$ cat src/rtl/core/line_mark_detector_defines.svh
// Assertion macros for the line mark detector.
// Each macro takes a label, a clock, an active-low reset, a condition and a consequence.
`ifndef LINE_MARK_DETECTOR_DEFINES_SVH
`define LINE_MARK_DETECTOR_DEFINES_SVH

`ifndef NO_ASSERTIONS
// Same-cycle implication.
`define LMD_ASSERT_NOW(lbl, clk, rst_n, ante, cons) \
    lbl: assert property (@(posedge clk) disable iff (!rst_n) (ante) |-> (cons)) \
        else $error("line_mark_detector: same-cycle check failed");
// Next-cycle implication.
`define LMD_ASSERT_NEXT(lbl, clk, rst_n, ante, cons) \
    lbl: assert property (@(posedge clk) disable iff (!rst_n) (ante) |=> (cons)) \
        else $error("line_mark_detector: next-cycle check failed");
`else
`define LMD_ASSERT_NOW(lbl, clk, rst_n, ante, cons)
`define LMD_ASSERT_NEXT(lbl, clk, rst_n, ante, cons)
`endif

`endif

$ cat src/rtl/core/lmd_pkg.sv
`timescale 1ns / 1ps
`default_nettype none

package lmd_pkg;

    localparam int SENSOR_COUNT = 16;
    localparam int WIN_W        = $clog2(SENSOR_COUNT);
    localparam int CNT_W        = $clog2(SENSOR_COUNT + 1);
    localparam int POS_W        = 17;
    localparam int ENC_W        = 32;
    localparam int LEN_W        = 16;
    localparam int THR_W        = 5;
    localparam int KIND_W       = 3;
    localparam int PHASE_W      = 2;
    localparam int CFG_ADDR_W   = 1;
    localparam int CFG_DATA_W   = 16;

    localparam int IN_FIELDS_W  = SENSOR_COUNT + POS_W + 2 * ENC_W;
    localparam int IN_TDATA_W   = ((IN_FIELDS_W + 7) / 8) * 8;
    localparam int OUT_FIELDS_W = KIND_W + PHASE_W;
    localparam int OUT_TDATA_W  = ((OUT_FIELDS_W + 7) / 8) * 8;

    localparam int POS_BASE = 30000;
    localparam int POS_STEP = 4000;

    localparam logic [LEN_W-1:0] MARK_LEN_RST   = 16'd256;
    localparam logic [THR_W-1:0] CENTRE_THR_RST = 5'd6;

    localparam logic [CFG_ADDR_W-1:0] CFG_MARK_LEN   = 1'd0;
    localparam logic [CFG_ADDR_W-1:0] CFG_CENTRE_THR = 1'd1;

    localparam logic [SENSOR_COUNT-1:0] ALL_ON = 16'hFFFF;

    typedef logic [SENSOR_COUNT-1:0] t_sensor;

    typedef enum logic [PHASE_W-1:0] {
        PH_READY  = 2'd0,
        PH_ACCUM  = 2'd1,
        PH_DECIDE = 2'd2
    } t_phase;

    typedef enum logic [KIND_W-1:0] {
        MK_NONE  = 3'd0,
        MK_LEFT  = 3'd1,
        MK_RIGHT = 3'd2,
        MK_BOTH  = 3'd3,
        MK_CROSS = 3'd4
    } t_kind;

    localparam t_sensor LEFT_MASK [SENSOR_COUNT] = '{
        16'h0000, 16'h0000, 16'h0000, 16'h0000, 16'h8000, 16'hC000, 16'hE000, 16'hF000,
        16'h7800, 16'h3C00, 16'h1E00, 16'h0F00, 16'h0780, 16'h03C0, 16'h01E0, 16'h00F0
    };

    localparam t_sensor RIGHT_MASK [SENSOR_COUNT] = '{
        16'h0780, 16'h03C0, 16'h01E0, 16'h00F0, 16'h0078, 16'h003C, 16'h001E, 16'h000F,
        16'h0007, 16'h0003, 16'h0001, 16'h0000, 16'h0000, 16'h0000, 16'h0000, 16'h0000
    };

    localparam t_sensor CENTRE_MASK [SENSOR_COUNT] = '{
        16'hF800, 16'hFC00, 16'hFE00, 16'hFF00, 16'h7F80, 16'h3FC0, 16'h1FE0, 16'h0FF0,
        16'h07F8, 16'h03FC, 16'h01FE, 16'h00FF, 16'h007F, 16'h003F, 16'h001F, 16'h000F
    };

    // Count window boundaries at or below the position; saturates at both ends.
    function automatic logic [WIN_W-1:0] window_index(input logic signed [POS_W-1:0] pos);
        logic [WIN_W-1:0] idx;
        idx = '0;
        for (int k = 1; k < SENSOR_COUNT; k++) begin
            if (int'(pos) >= k * POS_STEP - POS_BASE) begin
                idx = idx + 1'b1;
            end
        end
        return idx;
    endfunction

    function automatic logic [CNT_W-1:0] popcount(input t_sensor v);
        logic [CNT_W-1:0] cnt;
        cnt = '0;
        for (int i = 0; i < SENSOR_COUNT; i++) begin
            cnt = cnt + CNT_W'(v[i]);
        end
        return cnt;
    endfunction

    // Unsigned magnitude; the most negative count maps to 2^31.
    function automatic logic [ENC_W-1:0] magnitude(input logic [ENC_W-1:0] v);
        return v[ENC_W-1] ? (~v + 1'b1) : v;
    endfunction

endpackage

`default_nettype wire

$ cat src/rtl/core/line_mark_detector.sv
// Line mark detector.
// Input stream s_axis: one word per sensor sample (sensor bits, line position,
// left and right encoder counts). Output stream m_axis: one word per input word,
// carrying the mark kind and the detector phase after that sample.
// Configuration: i_cfg_we writes i_cfg_wdata into register i_cfg_addr
// (0 mark length in encoder ticks, 1 centre hit threshold); write only while idle.
// From input accept to output valid a word passes through two registers:
// an input register that also holds the window index and wheel magnitudes, then
// the phase logic feeding the output register. One word is accepted per cycle
// while the output drains; the limit is the phase machine, which updates its
// state once per word.
// A stalled m_axis_tready holds the output word; s_axis_tready stays high until
// the input register is also full, so at most two words wait inside.
// Synchronous active-low reset empties both registers, puts the phase machine
// in ready with zero accumulated bits and target, and loads the register
// defaults (mark length 256, threshold 6).
`timescale 1ns / 1ps
`default_nettype none
`include "line_mark_detector_defines.svh"

module line_mark_detector (
    input  wire                                  i_clk,
    input  wire                                  i_rst_n,
    input  wire                                  i_cfg_we,
    input  wire  [lmd_pkg::CFG_ADDR_W-1:0]       i_cfg_addr,
    input  wire  [lmd_pkg::CFG_DATA_W-1:0]       i_cfg_wdata,
    input  wire                                  s_axis_tvalid,
    output logic                                 s_axis_tready,
    // [15:0] sensor_bits, [32:16] line_position, [64:33] left_encoder,
    // [96:65] right_encoder, [103:97] zero
    input  wire  [lmd_pkg::IN_TDATA_W-1:0]       s_axis_tdata,
    output logic                                 m_axis_tvalid,
    input  wire                                  m_axis_tready,
    // [2:0] mark_kind, [4:3] phase, [7:5] zero
    output logic [lmd_pkg::OUT_TDATA_W-1:0]      m_axis_tdata
);

    import lmd_pkg::*;

    localparam int POS_LSB   = SENSOR_COUNT;
    localparam int LEFT_LSB  = POS_LSB + POS_W;
    localparam int RIGHT_LSB = LEFT_LSB + ENC_W;

    logic [LEN_W-1:0] r_mark_len;
    logic [THR_W-1:0] r_centre_thr;

    logic             r_in_valid;
    t_sensor          r_in_bits;
    logic [WIN_W-1:0] r_in_win;
    logic [ENC_W-1:0] r_mag_l;
    logic [ENC_W-1:0] r_mag_r;

    t_phase           r_phase,    n_phase;
    t_sensor          r_acc,      n_acc;
    logic             r_use_left, n_use_left;
    logic [ENC_W-1:0] r_target,   n_target;

    logic             r_out_valid;
    t_kind            r_out_kind, n_kind;
    t_phase           r_out_phase;

    logic             w_adv;
    logic             w_hit;
    logic             w_first_left;
    logic [ENC_W-1:0] w_mag_acc;
    logic [ENC_W-1:0] w_mag_new;
    t_sensor          w_lm, w_rm, w_cm;

    always_ff @(posedge i_clk) begin
        if (!i_rst_n) begin
            r_mark_len   <= MARK_LEN_RST;
            r_centre_thr <= CENTRE_THR_RST;
        end else if (i_cfg_we) begin
            case (i_cfg_addr)
                CFG_MARK_LEN:   r_mark_len   <= i_cfg_wdata[LEN_W-1:0];
                CFG_CENTRE_THR: r_centre_thr <= i_cfg_wdata[THR_W-1:0];
                default: begin
                end
            endcase
        end
    end

    assign w_adv         = r_in_valid && (!r_out_valid || m_axis_tready);
    assign s_axis_tready = !r_in_valid || w_adv;

    // Capture the word with its window index and wheel magnitudes precomputed.
    always_ff @(posedge i_clk) begin
        if (!i_rst_n) begin
            r_in_valid <= 1'b0;
        end else if (s_axis_tready) begin
            r_in_valid <= s_axis_tvalid;
        end
    end

    always_ff @(posedge i_clk) begin
        if (s_axis_tvalid && s_axis_tready) begin
            r_in_bits <= s_axis_tdata[SENSOR_COUNT-1:0];
            r_in_win  <= window_index(s_axis_tdata[LEFT_LSB-1:POS_LSB]);
            r_mag_l   <= magnitude(s_axis_tdata[RIGHT_LSB-1:LEFT_LSB]);
            r_mag_r   <= magnitude(s_axis_tdata[RIGHT_LSB+ENC_W-1:RIGHT_LSB]);
        end
    end

    always_comb begin
        w_lm         = LEFT_MASK[r_in_win];
        w_rm         = RIGHT_MASK[r_in_win];
        w_cm         = CENTRE_MASK[r_in_win];
        w_hit        = (|(r_in_bits & (w_lm | w_rm))) ||
                       (popcount(r_in_bits & w_cm) >= r_centre_thr);
        w_first_left = |(r_in_bits & w_lm);
        w_mag_acc    = r_use_left ? r_mag_l : r_mag_r;
        w_mag_new    = w_first_left ? r_mag_l : r_mag_r;
    end

    // Next state of the phase machine and its model state.
    always_comb begin
        n_phase    = r_phase;
        n_acc      = r_acc;
        n_use_left = r_use_left;
        n_target   = r_target;
        case (r_phase)
            PH_ACCUM: begin
                n_acc = r_acc | r_in_bits;
                if (r_target < w_mag_acc) begin
                    if (w_hit) begin
                        n_target = w_mag_acc + ENC_W'(r_mark_len >> 1);
                    end else begin
                        n_phase = PH_DECIDE;
                    end
                end
            end
            PH_DECIDE: begin
                n_phase = PH_READY;
            end
            default: begin
                n_phase = PH_READY;
                if (w_hit) begin
                    n_phase    = PH_ACCUM;
                    n_acc      = r_in_bits;
                    n_use_left = w_first_left;
                    n_target   = w_mag_new + ENC_W'(r_mark_len);
                end
            end
        endcase
    end

    // Result kind, reported only on the deciding step.
    always_comb begin
        n_kind = MK_NONE;
        case (r_phase)
            PH_DECIDE: begin
                if (r_acc == ALL_ON) begin
                    n_kind = MK_CROSS;
                end else if ((|(r_acc & w_lm)) && (|(r_acc & w_rm))) begin
                    n_kind = MK_BOTH;
                end else if (|(r_acc & w_lm)) begin
                    n_kind = MK_LEFT;
                end else if (|(r_acc & w_rm)) begin
                    n_kind = MK_RIGHT;
                end
            end
            default: begin
                n_kind = MK_NONE;
            end
        endcase
    end

    always_ff @(posedge i_clk) begin
        if (!i_rst_n) begin
            r_phase    <= PH_READY;
            r_acc      <= '0;
            r_use_left <= 1'b0;
            r_target   <= '0;
        end else if (w_adv) begin
            r_phase    <= n_phase;
            r_acc      <= n_acc;
            r_use_left <= n_use_left;
            r_target   <= n_target;
        end
    end

    always_ff @(posedge i_clk) begin
        if (!i_rst_n) begin
            r_out_valid <= 1'b0;
        end else if (w_adv) begin
            r_out_valid <= 1'b1;
        end else if (m_axis_tready) begin
            r_out_valid <= 1'b0;
        end
    end

    always_ff @(posedge i_clk) begin
        if (w_adv) begin
            r_out_kind  <= n_kind;
            r_out_phase <= n_phase;
        end
    end

    assign m_axis_tvalid = r_out_valid;
    assign m_axis_tdata  = {(OUT_TDATA_W - OUT_FIELDS_W)'(0), r_out_phase, r_out_kind};

    // A reported mark always comes with the machine back in ready.
    `LMD_ASSERT_NOW(a_kind_only_ready, i_clk, i_rst_n, r_out_valid && (r_out_kind != MK_NONE), r_out_phase == PH_READY)
    // Every processed word lands in the output register.
    `LMD_ASSERT_NEXT(a_adv_fills_out, i_clk, i_rst_n, w_adv, r_out_valid)
    // Deciding lasts exactly one processed word.
    `LMD_ASSERT_NEXT(a_decide_once, i_clk, i_rst_n, w_adv && (r_phase == PH_DECIDE), r_phase == PH_READY)
    // The output register mirrors the phase register after each step.
    `LMD_ASSERT_NEXT(a_out_phase_tracks, i_clk, i_rst_n, w_adv, r_out_phase == r_phase)

endmodule

`default_nettype wire

$ cat config.mk
export PLATFORM = sky130hd
export DESIGN_NAME = line_mark_detector
export DESIGN_NICKNAME = d
export VERILOG_FILES = /design/src/rtl/core/lmd_pkg.sv /design/src/rtl/core/line_mark_detector.sv
export VERILOG_INCLUDE_DIRS = /design/src /design/src/rtl/core
export SDC_FILE = /design/constraint.sdc
export NUM_CORES = 1
export LEC_CHECK = 0
export ABC_CLOCK_PERIOD_IN_PS = 9900
export BUFFER_PORTS_ARGS = -buffer_cell sky130_fd_sc_hd__buf_2
export CAP_MARGIN = 40
export CELL_PAD_IN_SITES_DETAIL_PLACEMENT = 0
export CELL_PAD_IN_SITES_GLOBAL_PLACEMENT = 1
export CORE_ASPECT_RATIO = 1.1
export CORE_MARGIN = 2
export CORE_UTILIZATION = 47
export CTS_BUF_LIST = sky130_fd_sc_hd__clkbuf_16
export CTS_CLUSTER_DIAMETER = 120
export DETAILED_ROUTE_END_ITERATION = 10
export PLACE_DENSITY_LB_ADDON = 0.1
export SETUP_SLACK_MARGIN = 0.5
export SYNTH_ARGS = -nofsm -noshare
export SYNTH_HDL_FRONTEND = slang
export SYNTH_SLANG_ARGS = --single-unit
$ cat constraint.sdc
create_clock -name i_clk -period 9.9 [get_ports i_clk]
set_input_delay 0.495 -clock i_clk [delete_from_list [all_inputs] [get_ports i_clk]]
set_output_delay 0.495 -clock i_clk [all_outputs]
set_load 0.02 [all_outputs]
==> impl_metrics.toml, run 1 <==
[worst_setup_path]
rrSetupSlack_ps = 2320
max_stage_delay_ps = 440
critPathTopFamily = "adder cells"
rr_startpoint = "r_in_win[3]$_DFFE_PP_"
cp.required_ps = 10090
cp_num_buf_inv = 1
r2r_cells = 24
cp_max_fo = 12
crit_top_cell = "ha_1"
cp_num_cells = 38
cp-startpoint = "s_axis_tdata[25]"
criticalPathCategory = "primary input to flop"
cp-endpoint = "r_in_win[1]$_DFFE_PP_"
start_kind = "primary input"
r2r-end = "r_target[22]$_SDFFE_PN0P_"
crit_path_top_delay_cell = "ha_1"
cp.arrival_ps = 8420
cp-end-kind = "flop"

[floorplan]
ios = 136
die_y_um = 183
fp.dieW_um = 166
core_area_um2 = 28600
start_util_pct = 47.6
dieArea_um2 = 30400
rows = 65

[timing]
rsz0062_at_grt = "no"
period_minus_slack_ps = 8230
slew-limit-headroom_pct = 42.9
period_share_pct = 83.2
slew_viol_final = 0
setup_viol = 0
hold_violations = 0
tightestPinTransition_ps = 856
timing.fmax_mhz = 121
fin_tns_setup_ps = 0
skew_ps = 18.1

[route]
drt_wl_total_mm = 35.7
via_per_inst = 5.81
dr.pass1.iters = 5
ant_nets = 0
wl_per_cell_um = 17.7
dr.first_iter.drc_count = 894
drcViolationCount = 0
vias = 11700

[cts]
cts.reportedPaths.clkPinSlew_ps = 70
cts_tree = "done"
ctsResizeCount = 0
cts_buffer_depth = 2
htree_levels = 4
postCtsSetupRepairBufs = 0
clk_latency_ps = 440
hold_buffers = 0
clock-sinks = 163
cts_inserted_buffers = 17
cts-root-buf = "clkbuf_16"

[yosys]
async_reset_ff_share_pct = 0
ys_ff_latch = 163
postSynth.topFlopCell = "edfxtp_1"
synthesis.area_um2 = 13600
yosysUniqueCellTypes = 101
ys_warn_count = 0
avgSynthCellArea_um2 = 8.82
synth_edf_count = 89
postSynthCellCount = 1545
yosysSeqAreaShare_pct = 30.5

[cells_and_area]
antenna_cells = 0
layout_common_cells = "nand2_1, buf_2, nor2_1"
layout-drive-gt1-share_pct = 14.1
final_common_cell = "nand2_1"
area_growth_pct = 10.7
layout.cells.non_filler = 2015
fillers = 2722
final_nets = 1870

[hold_path]
hp-class = "primary input to flop"
hold_start = "s_axis_tdata[7]"

[global_route]
grt_max_degree = 65
grt_overflow_total = 0
antenna_found_initial = 0
grt_pass1_vias = 10900
grt_pass1_wl_mm = 57.4
track_usage_pct = 23.3

[placement]
dp_cells = 1982
detailed_place_hpwl_mm = 27.5
port_buffers = 125
place_congestion = 0.877

[status]
status = "complete, no violations"

[power_and_ir_drop]
vdd_drop_max_mv = 0.224
power_leakage_nw = 6.11
powerDensity_nw_per_um2 = 238

[job]
cap_violations = 0
## power breakdown
group,total (W),switching [W],internal [W]
registers,0.000883,0.0000748,0.000808
logic,0.00204,0.00114,0.000902
clock network,0.000659,0.000305,0.000354
## cell usage after synthesis, drive strengths merged (15+ instances only)
cell type	number	area (um2)
nand2	151	567
a211oi	17	128
nand4	20	125
buf	27	185
a31oi	22	138
and3	15	100
mux2	25	282
o21ai	84	420
xor2	34	298
and2	16	101
a21oi	83	423
ha	98	1230
xnor2	117	1060
o31ai	21	158
inv	75	282
nor2	119	463
a21o	24	180
nor3	29	150
edfxtp	89	2670
or3	17	111
nand2b	19	119
mux2i	50	500
clkbuf	44	169
a22oi	22	165
dfxtp	74	1480
o211ai	22	170
nand3	39	195
## sequential cells by signal, summed over array words and instances (netlist names)
register	count
m_axis_tvalid	1
r_acc	16
r_centre_thr	5
r_in_bits	16
r_in_valid	1
r_in_win	4
r_mag_l	32
r_mag_r	32
r_mark_len	16
r_out_kind	3
r_out_phase	2
r_phase	2
r_target	32
r_use_left	1
## final cells by class
class	count	area [um2]	area share, %
clock buffer	17	425	2.82
inverter	76	285	1.89
timing repair buffer	139	753	5.00
multi-input combinational	1237	8860	58.7
clock inverter	15	144	0.954
tap	368	460	3.05
sequential	163	4160	27.6
## worst min-delay path by stage
| stage | endpoint | slack (ps) | cells past startpoint |
|---|---|---|---|
| after floorplan | r_centre_thr[3]$_SDFFE_PN0P_ | 440 | 2 |
| after global placement | r_centre_thr[4]$_SDFFE_PN0P_ | 450 | 2 |
| after detailed placement | r_centre_thr[3]$_SDFFE_PN0P_ | 460 | 2 |
| after CTS | r_in_bits[7]$_DFFE_PP_ | 220 | 1 |
| after global routing | r_in_bits[7]$_DFFE_PP_ | 220 | 1 |
| final | r_in_bits[7]$_DFFE_PP_ | 230 | 1 |
## kinds of logic after synthesis
family | Yosys count | synth area share [%]
xor gates and xnor gates | 154 | 10.5
AOI/OAI and AO/OA | 397 | 19.7
other | 1 | 0.0275
and+or+nand+nor | 497 | 18.0
buffers and inverters | 147 | 4.69
muxes | 75 | 5.74
DFF | 163 | 30.5
adders and majority gates | 111 | 10.8
## through the flow
stage	util (%)	total power, W	area, um2	setup slack, ps	hold slack [ps]
after floorplan	-	0.00246	13600	2090	436
after global placement	50.5	0.00289	14400	1410	452
after detailed placement	50.7	0.00292	14500	1200	456
after CTS	52.7	0.00360	15100	1650	216
after global routing	52.7	0.00388	15100	918	218
final	52.7	0.00359	15100	1670	232
## metal layers
metal	up-vias	wire length [um]	GRT usage, %
li1	5863	-	-
met1	5487	17900	34.3
met2	327	15500	36.3
met3	39	1630	2.73
met4	0	633	6.21
met5	-	0	0
No activity file was read; power rests on OpenSTA's default activity.
==> run 2: changes to the inputs <==
Settings changed: ABC_CLOCK_PERIOD_IN_PS 9900 to 8390.
Clock period 9.9 ns to 8.39 ns, I/O delays scaled along.
==> run 2 against run 1 <==
  * Global-route usage grew 0.49 points
  * Combinational power is 22% higher
  * Critical path depth down 2
  * Register-to-register slack got worse by 1300 ps
  * Clock-buffer cell count is the same
  * Non-clock buffer count grew 10
  * Total power grew 21%
  * Via count is 0.26% higher
  * Flip-flop and latch count unchanged
  * Critical path type unchanged
  * Critical endpoint unchanged
  * Largest cell class unchanged
  * Largest power group unchanged
  * Highest routed layer unchanged
==> impl_metrics.toml, run 2 (same netlist as run 1, synthesis figures left out) <==
[status]
status = "complete, no violations"

[cells_and_area]
layout-drive-gt1-share_pct = 15.4
fillers = 2730
final_util_pct = 53.3
antenna_cells = 0
postLayoutCellArea_um2 = 15300
layout.cells.non_filler = 2024
layout_common_cells = "nand2_1, buf_2, nor2_1"
top_regs = "r_mag_l: 32 flops, r_mag_r: 32 flops, r_target: 32 flops"
final_common_cell = "nand2_1"
final_nets = 1880
area_growth_pct = 12.0

[cts]
cts-root-buf = "clkbuf_16"
cts_inserted_buffers = 17
cts_buffer_depth = 2
clk_latency_ps = 450
htree_levels = 4
cts.reportedPaths.clkPinSlew_ps = 60
clock-sinks = 163
cts_tree = "done"

[global_route]
grt_pass1_vias = 11100
antenna_found_initial = 0
grt_pass1_wl_mm = 58.5
grt_overflow_total = 0
track_usage_pct = 23.8
grt_max_degree = 65

[worst_setup_path]
start_kind = "primary input"
criticalPathCategory = "primary input to flop"
rr_startpoint = "r_in_win[1]$_DFFE_PP_"
crit_path_top_delay_cell = "o311a_1"
cp-end-kind = "flop"
rrSetupSlack_ps = 1050
cp_max_fo = 12
cp.required_ps = 8580
cp.arrival_ps = 7680
r2r_cells = 23
crit_top_cell = "ha_1"
r2r-end = "r_acc[9]$_SDFFE_PN0P_"
max_stage_delay_ps = 390

[timing]
tightestPinTransition_ps = 893
period_share_pct = 89.2
hold_violations = 0
fin_tns_setup_ps = 0
skew_ps = 16.8
setup_viol = 0
timing.fmax_mhz = 134
slew_viol_final = 0
period_minus_slack_ps = 7490
rsz0062_at_grt = "no"
slew-limit-headroom_pct = 40.0

[placement]
port_buffers = 125
dp_cells = 1992
detailed_place_hpwl_mm = 28.0
placed_area_um2 = 14600
place_congestion = 0.880

[power_and_ir_drop]
vdd_drop_max_mv = 0.217
powerDensity_nw_per_um2 = 285
power_leakage_nw = 6.21
total_power_w = 0.00435

[route]
ant_nets = 0
wl_per_cell_um = 17.7
vias = 11700
drcViolationCount = 0
dr.first_iter.drc_count = 934
via_per_inst = 5.80
drt_wl_total_mm = 35.9
dr.pass1.iters = 5

[job]
cap_violations = 0

[floorplan]
rows = 65
core_area_um2 = 28600
fp.dieW_um = 166
die_y_um = 183
ios = 136
dieArea_um2 = 30400
start_util_pct = 47.6

[hold_path]
hold_end = "r_in_bits[3]$_DFFE_PP_"
hp-class = "primary input to flop"
hold_start = "s_axis_tdata[3]"
holdPathStages = 1
-- run 2: cell types whose count changed in the layout (fill, tap and decap cells not counted), moves of 3 or more --
cell | before | now
buf_4 | 10 | 22
ha_1 | 98 | 95
clkinv_4 | 0 | 3
o21ai_0 | 83 | 79
inv_6 | 6 | 3
-- run 2: report_power, final --
part / internal [W] / switching (W) / leakage (nW)
Clock: 0.000472 / 0.000350 / 0.303
Sequential: 0.000954 / 0.0000898 / 1.48
Combinational: 0.00110 / 0.00138 / 4.43
-- run 2: timing repair --
item | in CTS | in global routing
gates resized for setup | 0 | 18
hold buffers | 0 | 0
buffers inserted | 0 | 1
endpoints found under the setup margin | 0 | 3
-- run 2: final cells by class --
cell class	instances	area, um2	share of cell area [%]
clock inverters	14	179	1.17
well taps	368	460	3.02
inverters	76	285	1.87
flip-flops and latches	163	4160	27.2
clock buffers	17	425	2.79
multi-input cells	1237	8940	58.5
repair buffers	149	823	5.39
-- run 2: through the flow --
stage          worst slack (ps)  hold WS [ps]
6_report                    905           150
5_1_grt                     517           136
4_1_cts                     584           135
3_5_place_dp                153           449
3_3_place_gp                249           450
2_1_floorplan               660           436
-- run 2: critical path, delay by kind of cell --
kind	cells	cell delay, ps
adders and majority gates	7	2170
AOI/OAI and AO/OA	7	1350
muxes	5	1180
buffers and inverters	4	510
xor gates and xnor gates	4	490
and+or+nand+nor	9	1540
-- run 2: layer usage --
layer	track usage, %	part of all wire, %	vias to the layer above
li1	-	-	5889
met1	34.4	50	5495
met2	37.7	44	310
met3	2.71	3.9	52
met4	6.93	2.1	0
met5	0	0	-
-- run 2: worst max-delay path by stage --
stage	startpoint	endpoint	slack (ps)	cells past startpoint
finish	s_axis_tdata[25]	r_in_win[1]$_DFFE_PP_	900	36
global route	s_axis_tdata[23]	r_in_win[1]$_DFFE_PP_	520	37
CTS	s_axis_tdata[26]	r_in_win[1]$_DFFE_PP_	580	39
detailed placement	s_axis_tdata[25]	r_in_win[1]$_DFFE_PP_	150	38
global placement	s_axis_tdata[25]	r_in_win[1]$_DFFE_PP_	250	38
floorplan	s_axis_tdata[26]	r_in_win[1]$_DFFE_PP_	660	40
